<file path="config.mk">
export PLATFORM = sky130hd
export DESIGN_NAME = salted_lookup3_word_hash
export DESIGN_NICKNAME = d
export VERILOG_FILES = /design/src/rtl/core/slh_pkg.sv /design/src/rtl/core/slh_front.sv /design/src/rtl/core/slh_queue.sv /design/src/rtl/core/slh_back.sv /design/src/rtl/core/salted_lookup3_word_hash.sv
export VERILOG_INCLUDE_DIRS = /design/src /design/src/rtl/core
export SDC_FILE = /design/constraint.sdc
export NUM_CORES = 2
export LEC_CHECK = 0
export BUFFER_PORTS_ARGS = -buffer_cell sky130_fd_sc_hd__buf_2
export CAP_MARGIN = 15
export CORE_MARGIN = 5
export CORE_UTILIZATION = 30
export CTS_CLUSTER_SIZE = 28
export DETAILED_ROUTE_END_ITERATION = 8
export HOLD_SLACK_MARGIN = 0.15
export PLACE_DENSITY = 0.41
export RECOVER_POWER = 25
export SYNTH_ARGS = -nofsm -noshare
export SYNTH_HDL_FRONTEND = slang
export SYNTH_SLANG_ARGS = --single-unit
</file>
<file path="constraint.sdc">
create_clock -name clk -period 23.4 [get_ports clk]
set_input_delay 2.34 -clock clk [delete_from_list [all_inputs] [get_ports clk]]
set_output_delay 2.34 -clock clk [all_outputs]
set_load 0.02 [all_outputs]
</file>
<file path="src/rtl/core/assert_macros.svh">
// Assertion macros shared by the hash core modules.
`ifndef ASSERT_MACROS_SVH
`define ASSERT_MACROS_SVH

// Check a property on every rising clock edge outside reset.
`define SLH_ASSERT(lbl, prop, msg) \
    lbl: assert property (@(posedge clk) disable iff (!rst_n) prop) else $error(msg);

// Check that a condition never holds outside reset.
`define SLH_NEVER(lbl, cond, msg) \
    lbl: assert property (@(posedge clk) disable iff (!rst_n) !(cond)) else $error(msg);

`endif

</file>
<file path="src/rtl/core/slh_pkg.sv">
// Types, constants and round functions of the salted lookup3 word hash.
package slh_pkg;

    localparam logic [31:0] HASH_SEED = 32'hdeadbeef;

    localparam logic [1:0] OP_NONE  = 2'd0;
    localparam logic [1:0] OP_MIX   = 2'd1;
    localparam logic [1:0] OP_FINAL = 2'd2;
    localparam logic [1:0] OP_EMPTY = 2'd3;

    localparam logic [1:0] LANE_A = 2'd0;
    localparam logic [1:0] LANE_B = 2'd1;
    localparam logic [1:0] LANE_C = 2'd2;

    typedef logic [2:0][31:0] lanes_t;

    typedef struct packed {
        logic [31:0] word;
        logic        load_init;
        logic [31:0] init_val;
        logic [1:0]  lane;
        logic [1:0]  op;
    } entry_t;

    localparam int MIX_ROT [6] = '{4, 6, 8, 16, 19, 4};
    localparam int MIX_TGT [6] = '{0, 1, 2, 0, 1, 2};
    localparam int MIX_SRC [6] = '{2, 0, 1, 2, 0, 1};
    localparam int MIX_ADD [6] = '{1, 2, 0, 1, 2, 0};

    localparam int FIN_ROT [7] = '{14, 11, 25, 16, 4, 14, 24};
    localparam int FIN_TGT [7] = '{2, 0, 1, 2, 0, 1, 2};
    localparam int FIN_SRC [7] = '{1, 2, 0, 1, 2, 0, 1};

    function automatic logic [31:0] rotl(logic [31:0] x, int r);
        logic [63:0] d;
        d = {x, x} << r;
        return d[63:32];
    endfunction

    function automatic lanes_t mix_step(lanes_t l, int k);
        lanes_t r;
        r = l;
        r[MIX_TGT[k]] = (r[MIX_TGT[k]] - r[MIX_SRC[k]]) ^ rotl(r[MIX_SRC[k]], MIX_ROT[k]);
        r[MIX_SRC[k]] = r[MIX_SRC[k]] + r[MIX_ADD[k]];
        return r;
    endfunction

    function automatic lanes_t final_step(lanes_t l, int k);
        lanes_t r;
        r = l;
        r[FIN_TGT[k]] = (r[FIN_TGT[k]] ^ r[FIN_SRC[k]]) - rotl(r[FIN_SRC[k]], FIN_ROT[k]);
        return r;
    endfunction

endpackage

</file>
<file path="src/rtl/core/slh_front.sv">
// Front end: tracks message position and classifies each accepted word.
module slh_front (
    input  logic            clk,
    input  logic            rst_n,
    input  logic            accept,
    input  logic [31:0]     data_word,
    input  logic [31:0]     salt_word,
    input  logic [29:0]     message_words,
    output slh_pkg::entry_t entry
);
    import slh_pkg::*;

    logic [29:0] words_left_reg, words_left_next;
    logic [1:0]  slot_reg, slot_next;
    logic        first;
    logic [29:0] wl_cur, wl_after;

    always_comb
    begin
        first           = (words_left_reg == 30'd0);
        wl_cur          = first ? message_words : words_left_reg;
        wl_after        = wl_cur - 30'd1;
        entry.word      = data_word ^ salt_word;
        entry.load_init = first;
        entry.init_val  = HASH_SEED + {message_words, 2'b00};
        entry.lane      = first ? LANE_A : slot_reg;
        words_left_next = words_left_reg;
        slot_next       = slot_reg;
        if (first && message_words == 30'd0)
        begin
            entry.op = OP_EMPTY;
        end
        else if (wl_after == 30'd0)
        begin
            entry.op = OP_FINAL;
        end
        else if (entry.lane == LANE_C)
        begin
            entry.op = OP_MIX;
        end
        else
        begin
            entry.op = OP_NONE;
        end
        if (accept)
        begin
            unique case (entry.op) inside
                OP_EMPTY:
                begin
                    words_left_next = 30'd0;
                    slot_next       = LANE_A;
                end
                OP_FINAL, OP_MIX:
                begin
                    words_left_next = wl_after;
                    slot_next       = LANE_A;
                end
                default:
                begin
                    words_left_next = wl_after;
                    slot_next       = entry.lane + 2'd1;
                end
            endcase
        end
    end

    always_ff @(posedge clk or negedge rst_n)
    begin
        if (!rst_n)
        begin
            words_left_reg <= 30'd0;
            slot_reg       <= 2'd0;
        end
        else
        begin
            words_left_reg <= words_left_next;
            slot_reg       <= slot_next;
        end
    end

endmodule

</file>
<file path="src/rtl/core/slh_queue.sv">
// Short queue of classified words between front and back ends.
`include "assert_macros.svh"

module slh_queue #(
    parameter int DEPTH = 4
) (
    input  logic            clk,
    input  logic            rst_n,
    input  logic            enq,
    input  slh_pkg::entry_t enq_entry,
    input  logic            deq,
    output slh_pkg::entry_t head,
    output logic            q_full,
    output logic            q_empty
);
    import slh_pkg::*;

    localparam int PTR_W = (DEPTH > 1) ? $clog2(DEPTH) : 1;
    localparam int CNT_W = $clog2(DEPTH + 1);

    entry_t             slots_reg [DEPTH];
    logic [PTR_W-1:0]   head_ptr_reg, head_ptr_next;
    logic [PTR_W-1:0]   tail_ptr_reg, tail_ptr_next;
    logic [CNT_W-1:0]   count_reg, count_next;

    always_comb
    begin
        q_full        = (count_reg == CNT_W'(DEPTH));
        q_empty       = (count_reg == '0);
        head          = slots_reg[head_ptr_reg];
        head_ptr_next = head_ptr_reg;
        tail_ptr_next = tail_ptr_reg;
        if (deq)
        begin
            head_ptr_next = (head_ptr_reg == PTR_W'(DEPTH - 1)) ? '0
                                                                 : head_ptr_reg + PTR_W'(1);
        end
        if (enq)
        begin
            tail_ptr_next = (tail_ptr_reg == PTR_W'(DEPTH - 1)) ? '0
                                                                 : tail_ptr_reg + PTR_W'(1);
        end
        case ({enq, deq})
            2'b10:   count_next = count_reg + CNT_W'(1);
            2'b01:   count_next = count_reg - CNT_W'(1);
            default: count_next = count_reg;
        endcase
    end

    always_ff @(posedge clk)
    begin
        if (enq)
        begin
            slots_reg[tail_ptr_reg] <= enq_entry;
        end
    end

    always_ff @(posedge clk or negedge rst_n)
    begin
        if (!rst_n)
        begin
            head_ptr_reg <= '0;
            tail_ptr_reg <= '0;
            count_reg    <= '0;
        end
        else
        begin
            head_ptr_reg <= head_ptr_next;
            tail_ptr_reg <= tail_ptr_next;
            count_reg    <= count_next;
        end
    end

    `SLH_NEVER(a_count_range, count_reg > CNT_W'(DEPTH), "queue count above depth")
    `SLH_NEVER(a_deq_empty, deq && (count_reg == '0), "dequeue from empty queue")
    `SLH_NEVER(a_full_empty, q_full && q_empty, "queue full and empty at once")

endmodule

</file>
<file path="src/rtl/core/slh_back.sv">
// Back end: lane adds, mix and final scramble, result register.
`include "assert_macros.svh"

module slh_back (
    input  logic            clk,
    input  logic            rst_n,
    input  slh_pkg::entry_t head,
    input  logic            head_valid,
    output logic            deq,
    input  logic            pop,
    output logic            empty,
    output logic [63:0]     hash_value
);
    import slh_pkg::*;

    localparam logic [2:0] ST_RUN  = 3'd0;
    localparam logic [2:0] ST_MIX0 = 3'd1;
    localparam logic [2:0] ST_MIX1 = 3'd2;
    localparam logic [2:0] ST_FIN0 = 3'd3;
    localparam logic [2:0] ST_FIN1 = 3'd4;

    logic [2:0]  state_reg, state_next;
    lanes_t      lanes_reg, lanes_next;
    logic        out_valid_reg, out_valid_next;
    logic [63:0] hash_reg, hash_next;
    logic        out_free, res_load;
    lanes_t      added, mix0, mix1, fin0, fin1;

    always_comb
    begin
        out_free = !out_valid_reg || pop;

        added = head.load_init ? {3{head.init_val}} : lanes_reg;
        case (head.lane)
            LANE_A:  added[0] = added[0] + head.word;
            LANE_B:  added[1] = added[1] + head.word;
            default: added[2] = added[2] + head.word;
        endcase

        mix0 = lanes_reg;
        for (int k = 0; k < 3; k++)
        begin
            mix0 = mix_step(mix0, k);
        end
        mix1 = lanes_reg;
        for (int k = 3; k < 6; k++)
        begin
            mix1 = mix_step(mix1, k);
        end
        fin0 = lanes_reg;
        for (int k = 0; k < 4; k++)
        begin
            fin0 = final_step(fin0, k);
        end
        fin1 = lanes_reg;
        for (int k = 4; k < 7; k++)
        begin
            fin1 = final_step(fin1, k);
        end

        deq        = 1'b0;
        res_load   = 1'b0;
        hash_next  = hash_reg;
        state_next = state_reg;
        lanes_next = lanes_reg;

        unique case (state_reg)
            ST_RUN:
            begin
                if (head_valid && (head.op != OP_EMPTY || out_free))
                begin
                    deq = 1'b1;
                    case (head.op)
                        OP_EMPTY:
                        begin
                            lanes_next = {3{head.init_val}};
                            res_load   = 1'b1;
                            hash_next  = {head.init_val, head.init_val};
                        end
                        OP_MIX:
                        begin
                            lanes_next = added;
                            state_next = ST_MIX0;
                        end
                        OP_FINAL:
                        begin
                            lanes_next = added;
                            state_next = ST_FIN0;
                        end
                        default:
                        begin
                            lanes_next = added;
                        end
                    endcase
                end
            end
            ST_MIX0:
            begin
                lanes_next = mix0;
                state_next = ST_MIX1;
            end
            ST_MIX1:
            begin
                lanes_next = mix1;
                state_next = ST_RUN;
            end
            ST_FIN0:
            begin
                lanes_next = fin0;
                state_next = ST_FIN1;
            end
            ST_FIN1:
            begin
                if (out_free)
                begin
                    lanes_next = fin1;
                    res_load   = 1'b1;
                    hash_next  = {fin1[1], fin1[2]};
                    state_next = ST_RUN;
                end
            end
            default:
            begin
                state_next = ST_RUN;
            end
        endcase

        if (res_load)
        begin
            out_valid_next = 1'b1;
        end
        else if (pop)
        begin
            out_valid_next = 1'b0;
        end
        else
        begin
            out_valid_next = out_valid_reg;
        end

        empty      = !out_valid_reg;
        hash_value = hash_reg;
    end

    always_ff @(posedge clk)
    begin
        lanes_reg <= lanes_next;
        hash_reg  <= hash_next;
    end

    always_ff @(posedge clk or negedge rst_n)
    begin
        if (!rst_n)
        begin
            state_reg     <= ST_RUN;
            out_valid_reg <= 1'b0;
        end
        else
        begin
            state_reg     <= state_next;
            out_valid_reg <= out_valid_next;
        end
    end

    `SLH_ASSERT(a_load_free, res_load |-> (!out_valid_reg || pop), "result overwrites pending")
    `SLH_ASSERT(a_mix_seq, (state_reg == ST_MIX0) |=> (state_reg == ST_MIX1), "mix phase skipped")
    `SLH_NEVER(a_deq_busy, deq && (state_reg != ST_RUN), "dequeue during mix or final")

endmodule

</file>
<file path="src/rtl/core/salted_lookup3_word_hash.sv">
// Top level of the salted lookup3 word hash.
//
//  channel | handshake          | fields
//  --------+--------------------+-----------------------------------------
//  input   | push / full        | data_word, salt_word, message_words
//  result  | empty / pop        | hash_value
//
// Words enter the queue at one per cycle while full is low; the back end takes one per cycle
// in ST_RUN, an empty message's item only while the result register is free. A full group
// that is not the last passes ST_MIX0 and ST_MIX1, taking no word; after the last word, the
// final scramble runs ST_FIN0, then waits in ST_FIN1 for a free result register; the result
// waits there. A zero-length message loads its result at the edge its item leaves the queue.
// Reset clears the queue, message position and result valid; no clearing pass.
module salted_lookup3_word_hash #(
    parameter int QUEUE_DEPTH = 4
) (
    input  logic        clk,
    input  logic        rst_n,
    input  logic        push,
    output logic        full,
    input  logic [31:0] data_word,
    input  logic [31:0] salt_word,
    input  logic [29:0] message_words,
    output logic        empty,
    input  logic        pop,
    output logic [63:0] hash_value
);
    import slh_pkg::*;

    logic   accept;
    logic   q_full, q_empty, deq;
    entry_t enq_entry, head;

    assign full   = q_full;
    assign accept = push && !q_full;

    slh_front u_front (
        .clk           (clk),
        .rst_n         (rst_n),
        .accept        (accept),
        .data_word     (data_word),
        .salt_word     (salt_word),
        .message_words (message_words),
        .entry         (enq_entry)
    );

    slh_queue #(
        .DEPTH (QUEUE_DEPTH)
    ) u_queue (
        .clk       (clk),
        .rst_n     (rst_n),
        .enq       (accept),
        .enq_entry (enq_entry),
        .deq       (deq),
        .head      (head),
        .q_full    (q_full),
        .q_empty   (q_empty)
    );

    slh_back u_back (
        .clk        (clk),
        .rst_n      (rst_n),
        .head       (head),
        .head_valid (!q_empty),
        .deq        (deq),
        .pop        (pop),
        .empty      (empty),
        .hash_value (hash_value)
    );

endmodule
</file>
# Word level (Yosys, flattened, before mapping)

Memory sizes are Yosys's and may differ from the RTL's.
Cells that the tools add are included.

Output and inout port bits: 66
Memory bits (writable): 276
Bits of input ports: 98
Register bits: 203
Memories: 1
Word-level logic and storage cells: 134

Memory list:

| name              | words | bits a word | rd ports | clocked after Yosys merged registers in | write ports | RTL line        | RTL |
|---|---|---|---|---|---|---|---|
| u_queue.slots_reg | 4     | 69          | 1        | 0                                       | 1           | slh_queue.sv:21 | `entry_t slots_reg [DEPTH];` |

Reduce and logical (&&, ||, !) cells: 23
$add $sub $neg: 27
Eq/ne operators: 22
Multiplexer cells: 36
Bitwise operators: 14

Operators by type and width:

| cell                   | count |
|---|---|
| $pmux 96 s5            | 1 |
| $xor 32x32->32         | 14 |
| $mux 96                | 4 |
| $sub 32x32->32         | 12 |
| $add 32x32->32         | 8 |
| $mux 64                | 3 |
| $pmux 64 s2            | 1 |
| $mux 32                | 3 |
| $logic_not 30->1       | 3 |
| $mux 30                | 2 |
| $add 32x32->32 const A | 1 |
| $sub 30x1->30 const B  | 1 |
| $eq 2x2->1 const B     | 8 |
| $mux 2                 | 6 |
| $pmux 3 s2             | 2 |
| $pmux 3 s4             | 1 |
| $mux 1                 | 10 |
| $eq 2x1->1 const B     | 4 |
| $add 2x1->2 const B    | 3 |
| $eq 3x2->1 const B     | 2 |
| $eq 3x3->1 const B     | 2 |
| $logic_not 3->1        | 2 |
| $mux 3                 | 2 |
| $reduce_and 3->1       | 2 |
| 16 further kinds       | 25 |

# Longest topological paths before layout

Depth in word-level cells: 9
Depth in mapped cells: 61
Gate-level depth less buffers: 61

# By module

Synthesis repeated with hierarchy kept, for this count alone.

Cell total of the unflattened synthesis: 6624
Area, all modules: 56178.9 sq um

By module, submodules not included:

| module                   | area an instance (sq um) | cells each | times used |
|---|---|---|---|
| slh_back                 | 41652.4                  | 5667       | 1 |
| slh_queue                | 10451.3                  | 399        | 1 |
| slh_front                | 4057.6                   | 556        | 1 |
| salted_lookup3_word_hash | 17.5                     | 2          | 1 |

# Worst setup path after synthesis

No wires, ideal clock.

Path kind: reg-to-reg
Start point: reg u_back.lanes_reg[66] (netlist name)
End point: reg u_back.lanes_reg[95] (netlist name) (data pin)
Stages on the path, launching flop included: 62
Arrival: 10.917 ns
Slack: 12.224 ns
Path buffers: 0
Period minus slack after synthesis: 11.176 ns
Cells stage by stage: edfxtp_1 -> inv_1 -> ha_1 -> inv_1 -> ha_1 -> nor2b_1 -> o21ai_0 -> a21boi_0 -> o21ai_0 -> a21boi_0 -> o21ai_0 -> a21boi_0 -> o21ai_0 -> a21boi_0 -> o21ai_0 -> nand2b_1 -> a21o_1 -> a21o_1 -> (+26 left out) -> a31o_2 -> a21oi_1 -> xnor2_1 -> inv_1 -> ha_1 -> a21o_1 -> nand2_1 -> o21ai_0 -> nor4_1 -> nor3_1 -> a211oi_1 -> o21bai_1 -> a21oi_1 -> xnor2_1 -> xnor2_1 -> nand2_1 -> o2111ai_1 -> o31a_1

RTL lines:

| what                     | RTL line        | RTL |
|---|---|---|
| start: declaration       | slh_back.sv:23  | `lanes_t lanes_reg, lanes_next;` |
| start signal: assignment | slh_back.sv:147 | `lanes_reg <= lanes_next;` |

==> results.txt <==
fin. max-slew vios = 174
Slew HR = -144%
Worst Hold Path EP = u_queue.count_reg[2]
initial antenna violation count = 44
total CTS buffers = 54
dpl hpwl = 295 mm
Syn Std Cell Area = 56,400 um^2
pin count of the biggest net entering global routing = 68
status = finished, violations left
period utilization = 62.5%
clk slew on worst S/H paths = 0.07 ns
hold path depth = 1
WS Path Type = flip-flop to flip-flop
Post-Syn Nets = 7,375
Seq cells post-synth = 471
flop2flop setup slack = 8.76 ns
Synth warnings = 0
Setup crit end kind = flip-flop
crit path buf inv count = 3
Area Growth Syn to Fin = 12.0%
Post-synth EDFFs = 428
gate count of the mapped netlist = 6,624
drt wl/cell = 37.0 um
IO Port Bufs = 163
worst-path maximum fanout = 4
Vias/cell = 5.90
remaining global-route overflow = 0
first-pass GRT wire length = 459 mm
hold buffers post-CTS = 0
hold_sp = u_queue.count_reg[2]
number of flip-flops in the largest register = 268
Die Wd = 444 um
vias post-DR = 55.5k
Hold Vio Cnt, Final = 0
slowest stage delay, CP = 0.83 ns
Distinct cells, synth = 108
drt pass-1 iters = 8
post-CTS resize count = 0
die area = 197,000 um^2
fraction of layout cells with a size suffix above 1 = 9.06%
CTS Root Cell = clkbuf_16
synthesized area per cell = 8.52 um^2
Tmin final = 14.64 ns
setup violators final = 0
Filler cells = 19.8k
Die H = 444 um
failing checks = DRC, capacitance limit, slew limit
Post-CTS Setup Repair Bufs = 0
Worst Hold Class = flip-flop to flip-flop
nets = 7,593
Worst Reg-to-Reg Cells = 58
Max-cap violations = 5
Peak Freq = 68.3 MHz
routability cong. = 1.11
critical path's slowest cell = xnor2_1
Seq/Total Area, Yosys = 24.7%
worst-margin pin slew = 3.66 ns
CP top delay family = compound AO/OA/AOI/OAI gates
top_reg_cell synth = edfxtp_1
worst reg2reg startpoint = u_back.lanes_reg[66]
CTS max path bufs = 3
Worst path most repeated cell = o21ai_0
top post-synthesis cells by area = edfxtp_1 23%, ha_1 14%, xnor2_1 11%
CP required = 23.70 ns
worst r2r dst = u_back.lanes_reg[93]
vias in the first global route = 52.0k
initial core utilization = 30.1%
clk sinks = 471
Final ANT Viol Nets = 0
Total GRT Usage = 33.9%
CTS tree = built
# IOs = 164
# DRC = 2
Worst EP arrival = 14.93 ns
DR iter-0 viols = 6,515
H-tree depth = 2
Async SR Flop Fraction = 9.13%
top cell type's share of synthesized area = 22.8%
drt total wl = 348 mm
Synth area leader = edfxtp_1
core area = 187,000 um^2
RSZ-0062 raised after global routing = false
later-pin clock latency in the skew report = 0.68 ns
crit path launch type = flip-flop
# rows = 159
setup TNS = 0 ns
clk_skew = 0.0572 ns
-- cell usage after synthesis, drive strengths merged, types with 26 or more instances --
master / number
a211oi: 56
a21boi: 59
a21o: 248
a21oi: 580
a221oi: 27
a22oi: 26
a31oi: 53
and2: 83
and3: 66
buf: 32
clkbuf: 135
dfrtp: 43
edfxtp: 428
ha: 632
inv: 562
mux2i: 41
mux4: 65
nand2: 478
nand2b: 83
nand3: 113
nand4: 32
nor2: 489
nor2b: 69
nor3: 156
o211ai: 56
o21a: 57
o21ai: 428
o21bai: 100
o22ai: 55
or2: 35
or3: 40
xnor2: 682
xor2: 253
-- cell families after synthesis --
group	share of synthesized area [%]
multiplexers	3.64
buffers and inverters	4.89
adder cells (fa/ha/maj)	14.8
AND/OR/NAND/NOR	14.4
AO/OA/AOI/OAI	22.6
XOR/XNOR	15.0
flip-flops	24.7
-- area by class of cell --
class                   instances  area, um^2  share of cell area, %
flip-flops and latches        471       13900                   22.1
repair buffers                329        2070                   3.28
multi-input cells            5424       40100                   63.5
clock buffers                  64        1410                   2.23
well taps                    2495        3120                   4.94
inverters                     562        2110                   3.34
diodes                         23        57.6                 0.0911
clock inverters                35         370                  0.586
-- routing by layer --
layer / up-vias / GRT usage [%] / wire [um]
li1: 24426 / - / -
met1: 27329 / 43.8 / 142000
met2: 2987 / 50.8 / 146000
met3: 747 / 6.28 / 29000
met4: 22 / 24.2 / 30700
met5: - / 0 / 144
-- stage by stage --
step | hold slack (ns) | cell area (um^2) | setup slack [ns] | util, % | std cells
floorplan | 0.442 | 56400 | 12.22 | - | 6624
global placement | 0.465 | 61300 | 9.56 | 32.7 | 9274
detailed placement | 0.476 | 61400 | 9.48 | 32.7 | 9279
CTS | 0.488 | 63100 | 9.36 | 33.7 | 9378
global route | 0.515 | 63200 | 7.80 | 33.7 | 9390
finish | 0.478 | 63200 | 8.76 | 33.7 | 9403
-- how the worst max path moves through the flow --
stage	depth (start not counted)	end	slack (ns)	start
2_1_floorplan	61	u_back.lanes_reg[95]	12.22	u_back.lanes_reg[66]
3_3_place_gp	58	u_back.lanes_reg[95]	9.56	u_back.lanes_reg[64]
3_5_place_dp	58	u_back.lanes_reg[95]	9.48	u_back.lanes_reg[64]
4_1_cts	58	u_back.lanes_reg[95]	9.36	u_back.lanes_reg[64]
5_1_grt	56	u_back.lanes_reg[93]	7.80	u_back.lanes_reg[64]
6_report	58	u_back.lanes_reg[93]	8.76	u_back.lanes_reg[66]
-- worst register-to-register path: cells and delay by family, from the launching register on --
family	cells	cell delay [ns]
DFF	1	0.50
xor gates and xnor gates	3	1.56
AOI/OAI and AO/OA	38	8.58
buffers and inverters	3	0.56
and+or+nand+nor	10	1.68
adders and majority gates	4	1.38
-- placed cells by master, fill, tap and decap left out, drive strengths merged, types with 69 or more instances in the layout --
| cell | synthesis | final |
|---|---|---|
| nand3 | 113 | 113 |
| buf | 32 | 321 |
| a21o | 248 | 248 |
| o21ai | 428 | 428 |
| xnor2 | 682 | 682 |
| nand2 | 478 | 478 |
| nor2b | 69 | 69 |
| nor2 | 489 | 489 |
| nand2b | 83 | 83 |
| edfxtp | 428 | 428 |
| clkbuf | 135 | 72 |
| a21oi | 580 | 580 |
| nor3 | 156 | 156 |
| o21bai | 100 | 100 |
| ha | 632 | 632 |
| and2 | 83 | 83 |
| xor2 | 253 | 253 |
| inv | 562 | 566 |
Power is left out: the tool's default activity adds up to more than one toggle a clock period on the data nets, which glitch-free logic cannot reach.
